`config.mk`:
```
export PLATFORM = sky130hd
export DESIGN_NAME = trailing_whitespace_stripper
export DESIGN_NICKNAME = d
export VERILOG_FILES = /design/src/sv/tws_pkg.sv /design/src/sv/tws_ram.sv /design/src/sv/tws_datapath.sv /design/src/sv/tws_ctrl.sv /design/src/sv/trailing_whitespace_stripper.sv
export SDC_FILE = /design/constraint.sdc
export NUM_CORES = 1
export LEC_CHECK = 0
export BUFFER_PORTS_ARGS = -buffer_cell sky130_fd_sc_hd__buf_2
export CAP_MARGIN = 20
export CORE_MARGIN = 5
export CORE_UTILIZATION = 55
export CTS_BUF_LIST = sky130_fd_sc_hd__clkbuf_8
export DETAILED_ROUTE_END_ITERATION = 8
export GPL_ROUTABILITY_DRIVEN = 0
export PLACE_DENSITY_LB_ADDON = 0.25
export REMOVE_ABC_BUFFERS = 1
export SETUP_SLACK_MARGIN = 0.4
export SYNTH_ARGS = -nofsm -noshare
export SYNTH_HDL_FRONTEND = slang
export SYNTH_SLANG_ARGS = --single-unit
```
`constraint.sdc`:
```
create_clock -name aclk -period 16.2 [get_ports aclk]
set_input_delay 4.05 -clock aclk [delete_from_list [all_inputs] [get_ports aclk]]
set_output_delay 4.05 -clock aclk [all_outputs]
set_load 0.05 [all_outputs]
```
`src/sv/tws_pkg.sv`:
```
package tws_pkg;

    // Default size of the whitespace hold store
    localparam int PENDING_DEPTH = 63;

    // Byte codes the filter reacts to
    localparam logic [7:0] CH_TAB     = 8'h09;
    localparam logic [7:0] CH_SPACE   = 8'h20;
    localparam logic [7:0] CH_NEWLINE = 8'h0A;

    // One kind bit per held whitespace byte
    localparam logic KIND_SPACE = 1'b0;
    localparam logic KIND_TAB   = 1'b1;

    // Commands from the controller to the datapath
    typedef struct packed {
        logic accept;    // capture the incoming byte
        logic push;      // append the incoming whitespace byte to the store
        logic rd_head;   // read the oldest held byte
        logic ovf_load;  // send the oldest byte early and append the captured byte
        logic rel_load;  // send the oldest byte as part of a release and drop it
        logic load_char; // send the captured byte as the last transfer of the item
        logic clear_run; // discard every held byte
        logic set_text;  // mark that the current line has sent output
        logic clr_text;  // start a fresh line
    } cmd_t;

    // Status from the datapath to the controller
    typedef struct packed {
        logic is_ws;     // incoming byte is a space or a tab
        logic is_nl;     // incoming byte is a newline
        logic full;      // store holds its full depth
        logic empty;     // store holds nothing
        logic has_text;  // current line has sent output
        logic out_free;  // output register can take a new transfer this cycle
    } status_t;

    function automatic logic [7:0] kind_to_char(input logic kind);
        return (kind == KIND_TAB) ? CH_TAB : CH_SPACE;
    endfunction

    function automatic logic char_to_kind(input logic [7:0] ch);
        return (ch == CH_TAB) ? KIND_TAB : KIND_SPACE;
    endfunction

endpackage

```
`src/sv/tws_ram.sv`:
```
module tws_ram #(
    parameter int WIDTH = 1,
    parameter int DEPTH = 2,
    localparam int AW = (DEPTH > 1) ? $clog2(DEPTH) : 1
) (
    input  logic             aclk,
    input  logic             wr_en,
    input  logic [AW-1:0]    wr_addr,
    input  logic [WIDTH-1:0] wr_data,
    input  logic             rd_en,
    input  logic [AW-1:0]    rd_addr,
    output logic [WIDTH-1:0] rd_data
);

    logic [WIDTH-1:0] mem [DEPTH];
    logic [WIDTH-1:0] rd_data_reg;

    // Single write port, registered read port that holds between reads.
    always_ff @(posedge aclk) begin
        if (wr_en) begin
            mem[wr_addr] <= wr_data;
        end
        if (rd_en) begin
            rd_data_reg <= mem[rd_addr];
        end
    end

    assign rd_data = rd_data_reg;

endmodule

```
`src/sv/tws_datapath.sv`:
```
module tws_datapath #(
    parameter int DEPTH = tws_pkg::PENDING_DEPTH
) (
    input  logic              aclk,
    input  logic              aresetn,
    input  tws_pkg::cmd_t     cmd,
    output tws_pkg::status_t  status,
    input  logic [7:0]        s_in_char,
    output logic              m_valid,
    input  logic              m_ready,
    output logic [7:0]        m_out_char,
    output logic              m_last_of_run,
    output logic              m_overflow
);

    localparam int AW = (DEPTH > 1) ? $clog2(DEPTH) : 1;
    localparam int CW = $clog2(DEPTH + 1);

    logic [AW-1:0] head_reg, head_next;
    logic [AW-1:0] tail_reg, tail_next;
    logic [CW-1:0] count_reg, count_next;
    logic          text_reg, text_next;
    logic [7:0]    char_reg;
    logic          valid_reg, valid_next;
    logic [7:0]    out_char_reg, out_char_next;
    logic          last_reg, last_next;
    logic          ovf_reg, ovf_next;
    logic          ram_wr_en;
    logic          ram_wr_data;
    logic          ram_rd_data;
    logic          load;

    function automatic logic [AW-1:0] ptr_inc(input logic [AW-1:0] p);
        return (p == AW'(DEPTH - 1)) ? '0 : p + AW'(1);
    endfunction

    // The hold store is a circular buffer of kind bits.
    assign ram_wr_en   = cmd.push | cmd.ovf_load;
    assign ram_wr_data = cmd.push ? tws_pkg::char_to_kind(s_in_char)
                                  : tws_pkg::char_to_kind(char_reg);

    tws_ram #(
        .WIDTH (1),
        .DEPTH (DEPTH)
    ) u_store (
        .aclk    (aclk),
        .wr_en   (ram_wr_en),
        .wr_addr (tail_reg),
        .wr_data (ram_wr_data),
        .rd_en   (cmd.rd_head),
        .rd_addr (head_reg),
        .rd_data (ram_rd_data)
    );

    // Status toward the controller.
    assign status.is_ws    = (s_in_char == tws_pkg::CH_SPACE) || (s_in_char == tws_pkg::CH_TAB);
    assign status.is_nl    = (s_in_char == tws_pkg::CH_NEWLINE);
    assign status.full     = (count_reg == CW'(DEPTH));
    assign status.empty    = (count_reg == '0);
    assign status.has_text = text_reg;
    assign status.out_free = !valid_reg || m_ready;

    // Pointer, count and line flag updates.
    always_comb begin
        head_next  = head_reg;
        tail_next  = tail_reg;
        count_next = count_reg;
        text_next  = text_reg;
        if (cmd.push) begin
            tail_next  = ptr_inc(tail_reg);
            count_next = count_reg + CW'(1);
        end
        if (cmd.ovf_load) begin
            head_next = ptr_inc(head_reg);
            tail_next = ptr_inc(tail_reg);
        end
        if (cmd.rel_load) begin
            head_next  = ptr_inc(head_reg);
            count_next = count_reg - CW'(1);
        end
        if (cmd.clear_run) begin
            head_next  = tail_reg;
            count_next = '0;
        end
        if (cmd.set_text) begin
            text_next = 1'b1;
        end
        if (cmd.clr_text) begin
            text_next = 1'b0;
        end
    end

    // Output register: loaded from the store or from the captured byte.
    assign load = cmd.ovf_load | cmd.rel_load | cmd.load_char;

    always_comb begin
        out_char_next = out_char_reg;
        last_next     = last_reg;
        ovf_next      = ovf_reg;
        valid_next    = valid_reg && !m_ready;
        if (load) begin
            valid_next = 1'b1;
        end
        if (cmd.ovf_load || cmd.rel_load) begin
            out_char_next = tws_pkg::kind_to_char(ram_rd_data);
            last_next     = cmd.ovf_load;
            ovf_next      = cmd.ovf_load;
        end else if (cmd.load_char) begin
            out_char_next = char_reg;
            last_next     = 1'b1;
            ovf_next      = 1'b0;
        end
    end

    always_ff @(posedge aclk) begin
        if (!aresetn) begin
            head_reg  <= '0;
            tail_reg  <= '0;
            count_reg <= '0;
            text_reg  <= 1'b0;
            valid_reg <= 1'b0;
        end else begin
            head_reg  <= head_next;
            tail_reg  <= tail_next;
            count_reg <= count_next;
            text_reg  <= text_next;
            valid_reg <= valid_next;
        end
    end

    always_ff @(posedge aclk) begin
        if (cmd.accept) begin
            char_reg <= s_in_char;
        end
        out_char_reg <= out_char_next;
        last_reg     <= last_next;
        ovf_reg      <= ovf_next;
    end

    assign m_valid       = valid_reg;
    assign m_out_char    = out_char_reg;
    assign m_last_of_run = last_reg;
    assign m_overflow    = ovf_reg;

endmodule

```
`src/sv/tws_ctrl.sv`:
```
module tws_ctrl (
    input  logic              aclk,
    input  logic              aresetn,
    input  logic              s_valid,
    output logic              s_ready,
    input  tws_pkg::status_t  status,
    output tws_pkg::cmd_t     cmd
);

    typedef enum logic [2:0] {
        ST_IDLE,
        ST_OVF_SEND,
        ST_REL_READ,
        ST_REL_SEND,
        ST_LAST
    } state_t;

    state_t state_reg, state_next;

    assign s_ready = (state_reg == ST_IDLE);

    // Next state and datapath commands.
    always_comb begin
        state_next = state_reg;
        cmd        = '0;
        unique case (state_reg)
            ST_IDLE: begin
                if (s_valid) begin
                    cmd.accept = 1'b1;
                    if (status.is_ws) begin
                        if (!status.full) begin
                            cmd.push = 1'b1;
                        end else begin
                            cmd.rd_head  = 1'b1;
                            cmd.set_text = 1'b1;
                            state_next   = ST_OVF_SEND;
                        end
                    end else if (status.is_nl) begin
                        cmd.clear_run = 1'b1;
                        if (status.has_text) begin
                            cmd.clr_text = 1'b1;
                            state_next   = ST_LAST;
                        end
                    end else begin
                        cmd.set_text = 1'b1;
                        state_next   = ST_REL_READ;
                    end
                end
            end
            ST_OVF_SEND: begin
                if (status.out_free) begin
                    cmd.ovf_load = 1'b1;
                    state_next   = ST_IDLE;
                end
            end
            ST_REL_READ: begin
                if (status.empty) begin
                    state_next = ST_LAST;
                end else begin
                    cmd.rd_head = 1'b1;
                    state_next  = ST_REL_SEND;
                end
            end
            ST_REL_SEND: begin
                if (status.out_free) begin
                    cmd.rel_load = 1'b1;
                    state_next   = ST_REL_READ;
                end
            end
            ST_LAST: begin
                if (status.out_free) begin
                    cmd.load_char = 1'b1;
                    state_next    = ST_IDLE;
                end
            end
            default: begin
                state_next = ST_IDLE;
            end
        endcase
    end

    always_ff @(posedge aclk) begin
        if (!aresetn) begin
            state_reg <= ST_IDLE;
        end else begin
            state_reg <= state_next;
        end
    end

endmodule

```
`src/sv/trailing_whitespace_stripper.sv`:
```
// Trailing whitespace and blank line stripper.
// Input channel s_*: one text byte per transfer on s_in_char. Result channel m_*:
// one filtered byte per transfer on m_out_char, with m_last_of_run high on the
// final transfer caused by an input byte and m_overflow high when a held space
// or tab is sent early because the hold store is full.
// Spaces and tabs are held in a circular store (one kind bit each, in a RAM)
// until a text byte releases them; a newline discards them and is only passed
// on when its line carried output.
// A space or tab that fits in the store, or a newline on an empty line, is taken
// without output. A text byte releases the held bytes one at a time, each read
// through the registered read port of the store before it is sent.
// Reset (aresetn, synchronous, active low) empties the store, clears the line
// flag and the output valid flag; it needs no clearing pass.
// When the receiver stalls, the output register holds its transfer and the
// controller waits; s_ready stays low until the current input byte is done.
module trailing_whitespace_stripper #(
    parameter int PENDING_DEPTH = tws_pkg::PENDING_DEPTH
) (
    input  logic       aclk,
    input  logic       aresetn,
    input  logic       s_valid,
    output logic       s_ready,
    input  logic [7:0] s_in_char,
    output logic       m_valid,
    input  logic       m_ready,
    output logic [7:0] m_out_char,
    output logic       m_last_of_run,
    output logic       m_overflow
);

    tws_pkg::cmd_t    cmd;
    tws_pkg::status_t status;

    // Sequencing of one input byte.
    tws_ctrl u_ctrl (
        .aclk    (aclk),
        .aresetn (aresetn),
        .s_valid (s_valid),
        .s_ready (s_ready),
        .status  (status),
        .cmd     (cmd)
    );

    // Hold store, line flag and output register.
    tws_datapath #(
        .DEPTH (PENDING_DEPTH)
    ) u_datapath (
        .aclk          (aclk),
        .aresetn       (aresetn),
        .cmd           (cmd),
        .status        (status),
        .s_in_char     (s_in_char),
        .m_valid       (m_valid),
        .m_ready       (m_ready),
        .m_out_char    (m_out_char),
        .m_last_of_run (m_last_of_run),
        .m_overflow    (m_overflow)
    );

endmodule
```
Word-level counts from Yosys, hierarchy flattened
Memory sizes are Yosys's and may differ from the RTL's. A register that Yosys moved wholly into a read port is not among the register bits.
Index checks and enable logic that the tools add are counted.
{"block": "classes", "n_addsub": 4, "n_eq_ne": 16, "mux": 51, "bitwise": 4, "reduce_logical": 16}
{"cell": "6-bit two-way mux", "n": 10}
{"cell": "3-bit two-way mux", "n": 11}
{"cell": "8-bit by 4-bit equality test with 1-bit output (second input constant)", "n": 3}
{"cell": "1-bit two-way mux", "n": 24}
{"cell": "6-bit by 1-bit adder with 6-bit output (second input constant)", "n": 3}
{"cell": "6-bit equality test (second input constant)", "n": 3}
{"cell": "8-bit two-way mux", "n": 2}
{"cell": "3-bit one-hot mux with 4 select lines", "n": 1}
{"cell": "8-bit by 6-bit equality test with 1-bit output (second input constant)", "n": 1}
{"cell": "3-bit by 2-bit equality test with 1-bit output (second input constant)", "n": 2}
{"cell": "6-bit logical NOT", "n": 1}
{"cell": "2-bit nonzero test", "n": 3}
{"cell": "2-bit OR reduction", "n": 3}
{"cell": "6-bit by 1-bit subtractor with 6-bit output (second input constant)", "n": 1}
{"cell": "5-bit AND reduction", "n": 1}
{"cell": "2-bit two-way mux", "n": 2}
{"cell": "2-bit inequality test (second input constant)", "n": 2}
{"cell": "4-bit by 2-bit inequality test with 1-bit output (second input constant)", "n": 1}
{"cell": "3-bit by 1-bit equality test with 1-bit output (second input constant)", "n": 1}
{"cell": "3-bit equality test (second input constant)", "n": 1}
{"cell": "3-bit logical NOT", "n": 1}
{"cell": "1-bit logical OR", "n": 3}
{"cell": "3-bit by 2-bit inequality test with 1-bit output (second input constant)", "n": 1}
{"cell": "1-bit OR", "n": 3}
{"cell": "other kinds (6)", "n": 7}
{"block": "totals", "reg_bits": 41, "ram_bits": 63, "in_bits": 12, "out_inout_bits": 12, "wordCells": 102, "mem_count": 1}
{"name": "u_datapath.u_store.mem", "words": 63, "word_bits": 1, "read_ports": 1, "rd_clocked_by_memory_dff": 1, "write_ports": 1, "line": "tws_ram.sv:15", "source": "logic [WIDTH-1:0] mem [DEPTH];"}

Depth between registers and ports, before layout
Gate-level depths: netlist of the first run.
{"block": "logic_depth", "depth_word": 8, "ltp_mapped": 9, "depth_no_buf": 8}

By module
A second synthesis of the first run with hierarchy kept.
{"block": "unflattened", "cells_unflattened": 435, "area_unflattened_um2": 5082.4}
{"module": "tws_ram", "instances": 1, "cells_each": 202, "area_each_um2": 2866.5, "seq_area_each_um2": 1921.8}
{"module": "tws_datapath", "instances": 1, "cells_each": 191, "area_each_um2": 1885.6, "seq_area_each_um2": 940.9}
{"module": "tws_ctrl", "instances": 1, "cells_each": 42, "area_each_um2": 330.3, "seq_area_each_um2": 60.1}

Least setup slack after synthesis of the first run
Ideal clock, no wire load.
{"block": "synth_timing", "kind": "input -> register", "startpoint": "input s_in_char[1]", "endpoint": "memory u_datapath.u_store.mem[0] (data pin)", "setup_ns": 0.694, "t_arrival_ns": 7.482, "required_time_ns": 15.506, "path_slack_ns": 8.024, "cell_stages": 4, "path_buffers": 0, "cell_sequence": "nor4bb_1 > o211ai_4 > nand2b_1 > o21ai_0"}
{"block": "synth_via", "elab_chain_len": 6, "word_cells_on_any_way": 8, "classes_between": "eq/ne: 2; mux: 5; reduce/logical: 1"}
{"element": "from (decl)", "line": "trailing_whitespace_stripper.sv:23", "source": "input logic [7:0] s_in_char,"}
{"element": "8-bit by 6-bit equality test with 1-bit output / 8-bit by 4-bit equality test with 1-bit output (equally long branches)", "line": "tws_datapath.sv:56, tws_pkg.sv:43"}
{"element": "1-bit logical OR", "line": "tws_datapath.sv:56", "source": "assign status.is_ws = (s_in_char == tws_pkg::CH_SPACE) || (s_in_char == tws_pkg::CH_TAB);"}
{"element": "2-bit two-way mux", "line": "tws_ctrl.sv:30", "source": "if (status.is_ws) begin"}
{"element": "3-bit two-way mux", "line": "tws_ctrl.sv:28", "source": "if (s_valid) begin"}
{"element": "2-bit two-way mux", "line": "tws_ctrl.sv:26", "source": "unique case (state_reg)"}
{"element": "1-bit two-way mux *", "line": "tws_datapath.sv:39", "source": "assign ram_wr_data = cmd.push ? tws_pkg::char_to_kind(s_in_char)"}
{"element": "named net u_datapath.ram_wr_data", "line": "tws_datapath.sv:29", "source": "logic ram_wr_data;"}
{"element": "to (decl)", "line": "tws_ram.sv:15"}
Mark *: on every way through the listed nets, which the timed path passes. The rest lies on a longest branch.

Worst setup path in the final report of the first run
{"block": "layout_timing", "startpoint": "input s_in_char[1]", "endpoint": "memory u_datapath.u_store.mem[32] (enable)"}
{"block": "layout_via", "elab_chain_len": 8, "word_cells_on_any_way": 9, "classes_between": "eq/ne: 2; mux: 5; bitwise: 1; reduce/logical: 1"}
{"element": "8-bit by 6-bit equality test with 1-bit output / 8-bit by 4-bit equality test with 1-bit output (equally long branches)", "line": "tws_datapath.sv:56"}
{"element": "1-bit logical OR *", "line": "tws_datapath.sv:56"}
{"element": "2-bit two-way mux *", "line": "tws_ctrl.sv:30"}
{"element": "3-bit two-way mux *", "line": "tws_ctrl.sv:28"}
{"element": "2-bit two-way mux *", "line": "tws_ctrl.sv:26"}
{"element": "1-bit OR *", "line": "tws_datapath.sv:38", "source": "assign ram_wr_en = cmd.push | cmd.ovf_load;"}
{"element": "1-bit two-way mux *", "line": "tws_ram.sv:20", "source": "if (wr_en) begin"}
{"element": "1-bit two-way mux (not written as such) *", "line": "tws_ram.sv:21", "source": "mem[wr_addr] <= wr_data;"}
Mark *: on every way between the ends. The rest lies on a longest branch, timed or not.

==> results of run 1 <==
[routing by layer]
layer	up-vias	part of all wire (%)	GRT usage [%]	routed length (um)
li1	1642	-	-	-
met1	1703	45	27.62	4710
met2	118	48	30.74	4948
met3	11	5.9	4.042	615
met4	0	1.3	6.383	131
met5	-	0	0	0
[cell usage in the layout, fill, tap and decap left out, drive strengths merged, types with 9 or more instances in the layout]
| master | count |
|---|---|
| inv | 10 |
| edfxtp | 82 |
| o21ai | 12 |
| mux4 | 10 |
| nand2 | 24 |
| buf | 27 |
| nor2 | 81 |
| nand2b | 14 |
| clkbuf | 9 |
| nor3 | 16 |
| a21oi | 11 |
| nand3 | 11 |
| dfxtp | 23 |
| mux2i | 14 |
[synth_stat cells, drive strengths merged (3+ instances only)]
master | count | area (um2)
ha | 5 | 62.56
mux2i | 14 | 140.1
a32oi | 3 | 26.28
edfxtp | 82 | 2462
o21a | 7 | 52.55
xnor2 | 3 | 26.28
or3b | 3 | 26.28
a221oi | 3 | 26.28
a21boi | 5 | 37.54
nor4 | 5 | 52.55
or4 | 6 | 48.80
and3 | 3 | 18.77
inv | 5 | 18.77
nor3 | 16 | 80.08
a21oi | 11 | 58.81
o21ai | 12 | 60.06
mux4 | 10 | 225.2
nand2 | 24 | 90.09
and2 | 7 | 43.79
o211ai | 3 | 36.28
nand3 | 11 | 55.05
o31ai | 5 | 42.54
nor2 | 81 | 304.0
clkbuf | 17 | 63.81
or2 | 3 | 18.77
nand2b | 14 | 87.58
nor2b | 6 | 37.54
buf | 10 | 55.05
dfxtp | 23 | 460.4
nand3b | 6 | 45.04
or3 | 4 | 25.02
[metrics by stage]
step	cell area, um2	setup WS (ps)	hold slack, ps	instances	total power [mW]
2_1_floorplan	4936	8024	441.9	409	0.3163
3_3_place_gp	5224	9622	466.4	546	0.3226
3_5_place_dp	5244	9726	476.4	547	0.3231
4_1_cts	5451	10120	504.7	563	0.4915
5_1_grt	5451	9939	543.9	563	0.5061
6_report	5451	10090	503.8	563	0.4875
[power by group]
| part | leakage, nW | switching [mW] | internal (mW) | total, mW |
|---|---|---|---|---|
| Clock | 0.108 | 0.0957 | 0.0751 | 0.171 |
| Combinational | 0.646 | 0.0154 | 0.00635 | 0.0218 |
| Sequential | 0.972 | 0.00270 | 0.292 | 0.295 |
| Total | 1.73 | 0.114 | 0.374 | 0.487 |
[cell families (layout without fill, tap and decap cells)]
| kind of cell | count (synthesis) | count (layout) | synth area share [%] |
|---|---|---|---|
| and+or+nand+nor | 202 | 202 | 20.79 |
| AOI/OAI and AO/OA | 63 | 63 | 9.332 |
| DFF | 105 | 105 | 57.82 |
| muxes | 24 | 24 | 7.228 |
| adders and majority gates | 5 | 5 | 1.238 |
| xor gates and xnor gates | 4 | 4 | 0.6932 |
| buffers and inverters | 33 | 49 | 2.896 |
[path summary, 6_finish.rpt]
path	cells past startpoint	slack (ps)	to
worst max-delay path	6	10090	u_datapath.u_store.mem[32]$_DFFE_PP_
worst min-delay path	1	500	u_datapath.text_reg$_SDFFE_PP0P_
worst max register to register	5	13350	u_datapath.u_store.mem[32]$_DFFE_PP_
worst min register to register	1	500	u_datapath.text_reg$_SDFFE_PP0P_
[cell type report]
cell class                      instances  area, um2  share of cell area (%)
Timing Repair Buffer                   27      157.7                   2.892
Multi-Input combinational cell        298       1997                   36.63
Inverter                                6      27.53                  0.5049
Tap cell                              111      138.9                   2.548
Clock inverter                          7      83.83                   1.538
Sequential cell                       105       2923                   53.61
Clock buffer                            9      123.9                   2.272
==> impl_metrics.tcl, run 1 <==
set metrics [dict create \
    cts_inserted_buffers 9 \
    dieArea_um2 11210 \
    synth_edf_count 82 \
    hold_viol_final 0 \
    fin_skew_ps 13.11 \
    maxCapViolCount 0 \
    critPathTopFamily "simple AND/OR/NAND/NOR gates" \
    syn_area_per_cell_um2 11.59 \
    setup_viol 0 \
    antenna_found_initial 0 \
    ios 24 \
    cts-root-buf "clkbuf_8" \
    clockBufferDepth 2 \
    r2r-start "u_ctrl.state_reg[0]$_SDFFE_PN0P_" \
    worstMarginPinSlew_ps 883.0 \
    largest_reg_flops 63 \
    path_class "in -> reg" \
    finalCriticalPeriod_ps 6109 \
    synth.distinct_cells 59 \
    grt-ovfl-total 0 \
    peakVddDrop_mv 0.04667 \
    fillers 746 \
    cellLeakagePower_nw 1.726 \
    setup.worst_path.end_class "register" \
    ys_seq_elements 105 \
    vias 3474 \
    fin_crit_sh_pct 37.71 \
    ant_nets 0 \
    path_buf_inv 1 \
    wire_per_inst_um 18.48 \
    grt_pass1_vias 3381 \
    drtIter0Drc 273 \
    fin_nets 464 \
    grt_pass1_wl_um 17070 \
    crit_required_ps 16260 \
    start_util_pct 55.49 \
    syn-instance-count 436 \
    place_hpwl_um 7028 \
    fin_util_pct 59.85 \
    grt.total_usage_pct 19.66 \
    avgViaCountPerCell 6.171 \
    crit_start "s_in_char[1]" \
    grt_max_degree 46 \
    rsz0062_at_grt "no" \
    fmax_ghz 0.1637 \
    worstHoldPathType "reg -> reg" \
    rows 35 \
    wl_um 10410 \
    drv_slew 0 \
    cts_tree "done" \
    postCtsSetupBuffers 0 \
    yosysWarnings 0 \
    cts.clk_slew.worst_paths_ps 110 \
    layout-drive-gt1-share_pct 15.49 \
    drc 0 \
    hold_start "u_datapath.text_reg$_SDFFE_PP0P_" \
    p_per_area_nw_per_um2 89.42 \
    synth_seq_area_share_pct 57.82 \
    first_pass_iters 5 \
    die_x_um 105.9 \
    tns_ps 0 \
    critPathMaxStageDelay_ps 640 \
    hold_buffers 0 \
    synth_area_um2 5055 \
    h-tree-depth 3 \
    slew_headroom_pct 40.91 \
    port_buffers 23 \
    crit_chain "buf_2, nor4bb_1, o211ai_4, o22a_4, or4b_1, nor4_2" \
    area_delta_synth_final_pct 7.847 \
    status "complete, no violations" \
    ctsResizeCount 0 \
    cp_max_fo 12 \
    crit_path_start_kind "input pin" \
    cp.arrival_ps 6170 \
    slowest_stage "or4b_1" \
    diodes 0 \
    ys.flop_type "edfxtp_1" \
    clock_latency_ps 370 \
    core_um2 9109 \
    ys_async_sr_fraction_pct 0 \
    die_h_um 105.9 \
    cts_sinks 105 \
]
Note: power is estimated with default switching activity, not from simulation.
==> inputs of run 2 (changes only) <==
==> constraint.sdc (replaced) <==
create_clock -name aclk -period 4.9 [get_ports aclk]
set_input_delay 1.225 -clock aclk [delete_from_list [all_inputs] [get_ports aclk]]
set_output_delay 1.225 -clock aclk [all_outputs]
set_load 0.05 [all_outputs]
==> run 2 against run 1 <==
Clock power rose to 3.3 times the previous value. Clock skew rose by 2.1 ps. Sequential power rose to 3.3 times the previous value. Critical path depth did not move. First-iteration DRC count rose by 9.5%. Setup slack got worse by 8400 ps. Sequential share of layout area rose by 0.099 points. Flip-flop and latch count did not move.
==> impl_metrics.tcl, run 2 (same netlist as run 1, synthesis figures left out) <==
set metrics [dict create \
    vias 3421 \
    cts_sinks 105 \
    fillers 757 \
    hold_buffers 0 \
    slew_headroom_pct 41.47 \
    path_class "in -> reg" \
    final_cells 563 \
    cts.clk_slew.worst_paths_ps 100 \
    grt_pass1_vias 3195 \
    hold_viol_final 0 \
    rows 35 \
    wl_um 10250 \
    clockBufferDepth 2 \
    cts_tree "done" \
    first_pass_iters 5 \
    ctsResizeCount 0 \
    fin_crit_sh_pct 66.19 \
    pre_cts_ws_ps 1292 \
    tns_ps 0 \
    clock_latency_ps 370 \
    die_h_um 105.9 \
    crit_required_ps 4970 \
    reg2reg_depth 5 \
    cts_inserted_buffers 9 \
    area_delta_synth_final_pct 7.649 \
    largest_reg_flops 63 \
    avgViaCountPerCell 6.076 \
    grt.total_usage_pct 18.93 \
    drv_slew 0 \
    postCtsSetupBuffers 0 \
    start_util_pct 55.49 \
    r2r-end "u_datapath.u_store.mem[32]$_DFFE_PP_" \
    diodes 0 \
    clockPowerShare_pct 34.7 \
    maxCapViolCount 0 \
    grt-ovfl-total 0 \
    setup_slack_ps 1657 \
    rsz0062_at_grt "no" \
    final_common_cell "edfxtp_1" \
    cellLeakagePower_nw 1.732 \
    drc 0 \
    h-tree-depth 3 \
    final_cell_mix "82 x edfxtp_1, 81 x nor2_1, 24 x nand2_1" \
    cp.arrival_ps 3310 \
    multi_input_area_um2 1997 \
    worstHoldPathType "reg -> reg" \
    swShare_pct 22.41 \
    cts-root-buf "clkbuf_8" \
    peakVddDrop_mv 0.1885 \
    r2r-start "u_ctrl.state_reg[0]$_SDFFE_PN0P_" \
    p_int_mw 1.244 \
    die_x_um 105.9 \
    seqCellArea_um2 2923 \
    finalCriticalPeriod_ps 3243 \
    power_frac_seq_pct 60.8 \
    antenna_found_initial 0 \
    crit_start "s_in_char[1]" \
    power.total_mw 1.603 \
    port_buffers 23 \
    ant_nets 0 \
    power_frac_comb_pct 4.5 \
    worstMarginPinSlew_ps 874.7 \
    power_switching_mw 0.3592 \
    core_um2 9109 \
    setup_viol 0 \
    dpl.cell_count 547 \
    ios 24 \
    r2r_slack_ps 2100 \
    drtIter0Drc 299 \
    cp_max_fo 12 \
    grt_max_degree 64 \
    wire_per_inst_um 18.21 \
    fmax_ghz 0.3083 \
    grt_pass1_wl_um 16410 \
    p_per_area_nw_per_um2 294.6 \
    setup.worst_path.end_class "register" \
    crit_path_start_kind "input pin" \
    endpoint "u_datapath.u_store.mem[32]$_DFFE_PP_" \
    fin_skew_ps 15.25 \
    fin_nets 464 \
    status "complete, no violations" \
    layout-drive-gt1-share_pct 15.49 \
    dieArea_um2 11210 \
    place_hpwl_um 6899 \
]
[run 2: cell types whose count changed in the layout (fill, tap and decap cells not counted)]
cell	before	now
clkbuf_8	9	10
inv_8	2	0
clkinv_4	1	2
buf_12	1	0
clkinvlp_4	0	1
clkinv_2	1	0
buf_4	3	4
[run 2: area by class of cell]
type,count,share of cell area (%)
repair buffers,27,2.667
flip-flops and latches,105,53.71
multi-input cells,298,36.70
well taps,111,2.552
clock buffers,10,2.529
clock inverters,6,1.334
inverters,6,0.5059
[run 2: how the worst min path moves through the flow]
stage	slack, ps	cells past startpoint	endpoint	from
6_report	510	1	u_datapath.text_reg$_SDFFE_PP0P_	u_datapath.text_reg$_SDFFE_PP0P_
5_1_grt	520	1	u_datapath.text_reg$_SDFFE_PP0P_	u_datapath.text_reg$_SDFFE_PP0P_
4_1_cts	500	1	u_datapath.text_reg$_SDFFE_PP0P_	u_datapath.text_reg$_SDFFE_PP0P_
3_5_place_dp	480	1	u_datapath.text_reg$_SDFFE_PP0P_	u_datapath.text_reg$_SDFFE_PP0P_
3_3_place_gp	470	1	u_datapath.text_reg$_SDFFE_PP0P_	u_datapath.text_reg$_SDFFE_PP0P_
2_1_floorplan	440	1	u_datapath.text_reg$_SDFFE_PP0P_	u_datapath.text_reg$_SDFFE_PP0P_
[run 2: layer usage]
| layer | GRT usage (%) | wire, um | vias to the layer above |
|---|---|---|---|
| met1 | 27.44 | 4642 | 1638 |
| li1 | - | - | 1643 |
| met5 | 0 | 0 | - |
| met2 | 29.10 | 4758 | 124 |
| met4 | 7.308 | 177 | 0 |
| met3 | 2.572 | 674 | 16 |
[run 2: power groups by stage]
| stage | Clock (mW) | Sequential [mW] | Combinational (mW) |
|---|---|---|---|
| global placement | 0 | 0.995 | 0.0712 |
| detailed placement | 0 | 0.996 | 0.0721 |
| global route | 0.606 | 0.977 | 0.0773 |
| floorplan | 0 | 1.01 | 0.0325 |
| CTS | 0.568 | 0.975 | 0.0722 |
| finish | 0.556 | 0.975 | 0.0717 |
[run 2: worst max-delay path: stages]
cell and delay [ps]:
buf_2 120, nor4bb_1 620, o211ai_4 230, o22a_4 290
or4b_1 630, nor4_2 200
[run 2: metrics by stage]
| step | hold slack [ps] | util (%) | area (um2) |
|---|---|---|---|
| after floorplan | 441.9 | - | 4936 |
| after global placement | 466.8 | 57.43 | 5231 |
| after detailed placement | 475.5 | 57.43 | 5231 |
| after CTS | 500.7 | 59.74 | 5441 |
| after global routing | 521.7 | 59.74 | 5441 |
| final | 505.5 | 59.74 | 5441 |
==> inputs of run 3 (changes only) <==
--- a/config.mk
+++ b/config.mk
@@ -5,6 +5,7 @@
 export SDC_FILE = /design/constraint.sdc
 export NUM_CORES = 1
 export LEC_CHECK = 0
+export ABC_AREA = 1
 export BUFFER_PORTS_ARGS = -buffer_cell sky130_fd_sc_hd__buf_2
 export CAP_MARGIN = 20
 export CORE_MARGIN = 5
==> constraint.sdc (replaced) <==
create_clock -name aclk -period 2.6 [get_ports aclk]
set_input_delay 0.65 -clock aclk [delete_from_list [all_inputs] [get_ports aclk]]
set_output_delay 0.65 -clock aclk [all_outputs]
set_load 0.05 [all_outputs]
==> run 3 against run 2 <==
Hold slack worse by 45 ps. Critical path depth down 2. Critical path type is now reg -> out. Sequential power up 94%. First-iteration DRC count rose by 16%. Highest routed layer unchanged. Largest cell class unchanged. Die area grew 4.0%. Combinational power grew to 4.9 times the previous value. Core utilization rose by 2.3 points. Flip-flop and latch count did not move. Setup slack lost 1100 ps. Sequential share of layout area shrank 3.0 points. Synthesized cell count grew 39%.
==> impl_metrics.tcl, run 3 <==
set metrics [dict create \
    fin_skew_ps 12.65 \
    ys.flop_type "edfxtp_1" \
    wl_um 11570 \
    setup.worst_path.end_class "primary output" \
    cts_tree "done" \
    rows 35 \
    worstMarginPinSlew_ps 630.4 \
    rsz0062_at_grt "no" \
    grt_max_degree 64 \
    crit_path_start_kind "register" \
    peakVddDrop_mv 0.3305 \
    clockPowerShare_pct 32.4 \
    synthTopCellsByCount "139 x nor2_1, 96 x nand2_1, 82 x edfxtp_1, 68 x inv_1, 42 x o21ai_0" \
    hold_ws_ps 460.6 \
    area_delta_synth_final_pct 9.222 \
    p_per_area_nw_per_um2 576.4 \
    p_int_mw 2.487 \
    port_buffers 23 \
    synth_fa_ha_area_share_pct 1.185 \
    maxCapViolCount 0 \
    cts_sinks 105 \
    synth_seq_area_share_pct 55.38 \
    r2r-start "u_ctrl.state_reg[0]$_SDFFE_PN0P_" \
    synth_top_area_share_pct 46.66 \
    h-tree-depth 3 \
    seqCellArea_um2 2923 \
    multi_input_area_um2 2013 \
    ant_nets 0 \
    r2r_slack_ps 640 \
    final_common_cell "nor2_1" \
    cts-root-buf "clkbuf_8" \
    fmax_ghz 0.4864 \
    synth_area_um2 5278 \
    worstHoldPathType "in -> reg" \
    wire_per_inst_um 15.13 \
    hold_start "s_in_char[7]" \
    crit_required_ps 1950 \
    reg2reg_depth 9 \
    ys_async_sr_fraction_pct 0 \
    synth_mux_area_share_pct 0 \
    vias 4174 \
    synth_xor_area_share_pct 0.6638 \
    cellLeakagePower_nw 2.066 \
    setup_viol 0 \
    status "complete, no violations" \
    grt.total_usage_pct 20.78 \
    grt-ovfl-total 0 \
    synth-simple-area-share_pct 26.93 \
    drc 0 \
    antenna_found_initial 0 \
    min_path_cells 1 \
    diodes 0 \
    power.total_mw 3.322 \
    drv_slew 0 \
    cts_inserted_buffers 9 \
    largest_reg_flops 63 \
    slew_headroom_pct 57.65 \
    ys_seq_elements 105 \
    grt_pass1_wl_um 19200 \
    dieArea_um2 11650 \
    power_switching_mw 0.8350 \
    first_pass_iters 5 \
    cp.arrival_ps 1410 \
    fin_nets 649 \
    path_class "reg -> out" \
    finalCriticalPeriod_ps 2056 \
    die_h_um 108.0 \
    synth.distinct_cells 38 \
    syn_area_per_cell_um2 8.680 \
    drtIter0Drc 347 \
    r2r-end "u_datapath.u_store.mem[50]$_DFFE_PP_" \
    clockBufferDepth 2 \
    die_x_um 108.0 \
    swShare_pct 25.13 \
    fillers 808 \
    final_cell_mix "139 x nor2_1, 96 x nand2_1, 82 x edfxtp_1" \
    hold_buffers 0 \
    cp_max_fo 7 \
    hold_viol_final 0 \
    layout-drive-gt1-share_pct 11.64 \
    yosysWarnings 0 \
    syn-instance-count 608 \
    clock_latency_ps 370 \
    synth_area_leaders "edfxtp_1 47%, nor2_1 9.9%, dfxtp_1 8.7%, nand2_1 6.8%, inv_1 4.8%" \
    avgViaCountPerCell 5.456 \
    yosysTopAreaCell "edfxtp_1" \
    synth_top_family_by_area "simple AND/OR/NAND/NOR gates" \
    cts.clk_slew.worst_paths_ps 100 \
    ios 24 \
    grt_pass1_vias 3930 \
    place_hpwl_um 7906 \
    fin_crit_sh_pct 79.07 \
    synth_compound_area_share_pct 8.985 \
    power_frac_seq_pct 57.0 \
    synth_edf_count 82 \
    postLayoutCellArea_um2 5764 \
    dpl_cell_area_um2 5539 \
    start_util_pct 56.85 \
    yosysMostFrequentCell "nor2_1" \
    power_frac_comb_pct 10.6 \
    core_um2 9284 \
    hold_path_end "u_datapath.char_reg[7]$_DFFE_PP_" \
]
-- run 3: cell types whose count changed in the layout (fill, tap and decap cells not counted), sizes merged, moves of 29 or more --
cell   change
inv       +65
nand2     +85
nand3     +29
nor2      +63
o21ai     +32
-- run 3: how the worst max path moves through the flow --
| stage | start | to | slack, ps | cells after the start |
|---|---|---|---|---|
| after CTS | u_ctrl.state_reg[0]$_SDFFE_PN0P_ | u_datapath.u_store.mem[50]$_DFFE_PP_ | 460 | 9 |
| after detailed placement | s_in_char[7] | u_datapath.u_store.mem[50]$_DFFE_PP_ | 100 | 8 |
| after floorplan | u_ctrl.state_reg[2]$_SDFFE_PN0P_ | u_datapath.u_store.mem[0]$_DFFE_PP_ | -1940 | 7 |
| final | u_ctrl.state_reg[0]$_SDFFE_PN0P_ | s_ready | 540 | 4 |
| after global placement | s_in_char[7] | u_datapath.u_store.mem[51]$_DFFE_PP_ | 210 | 8 |
| after global routing | s_in_char[7] | u_datapath.u_store.mem[37]$_DFFE_PP_ | 440 | 8 |
-- run 3: kinds of logic after synthesis --
logic type,after synthesis
and+or+nand+nor,319
DFF,105
adders and majority gates,5
AOI/OAI and AO/OA,85
xor gates and xnor gates,4
buffers and inverters,90
-- run 3: final cells by class --
type	instances	area share, %
Clock inverter	6	1.476
Timing Repair Buffer	31	3.256
Sequential cell	105	50.71
Multi-Input combinational cell	413	34.93
Tap cell	129	2.800
Clock buffer	9	2.149
Inverter	72	4.689
-- run 3: critical path, cell delays in order (launching register included) --
cell and delay (ps):
dfxtp_1 340, inv_1 120, nand2_2 110, nor2_4 170, buf_2 290
-- run 3: power by group through the flow --
stage	combinational [mW]	clock [mW]	sequential, mW
5_1_grt	0.383	1.16	1.90
3_3_place_gp	0.341	0	1.93
3_5_place_dp	0.345	0	1.93
4_1_cts	0.347	1.08	1.89
2_1_floorplan	0.173	0	2.02
6_report	0.351	1.08	1.89
-- run 3: through the flow --
step	TNS (ps)	setup slack, ps	cells	util (%)
final	0	544.2	765	62.09
after global routing	0	435.4	765	62.09
after CTS	0	463.0	764	62.01
after detailed placement	0	100.9	749	59.66
after global placement	0	211.2	749	59.66
after floorplan	-122280	-1941	590	-
-- run 3: repair_timing --
action | CTS | global route
endpoints found under the setup margin | 4 | 58
setup buffers | 0 | 1
pin swaps | 0 | 1
hold endpoints to repair | 0 | 0
gates resized for setup | 1 | 0
-- run 3: per-layer routing --
metal | vias to the layer above | track usage (%) | routed length [um] | part of all wire (%)
li1 | 2070 | - | - | -
met1 | 1921 | 29.38 | 5197 | 45
met2 | 165 | 33.13 | 5407 | 47
met3 | 18 | 3.403 | 794 | 6.9
met4 | 0 | 6.312 | 175 | 1.5
met5 | - | 0 | 0 | 0
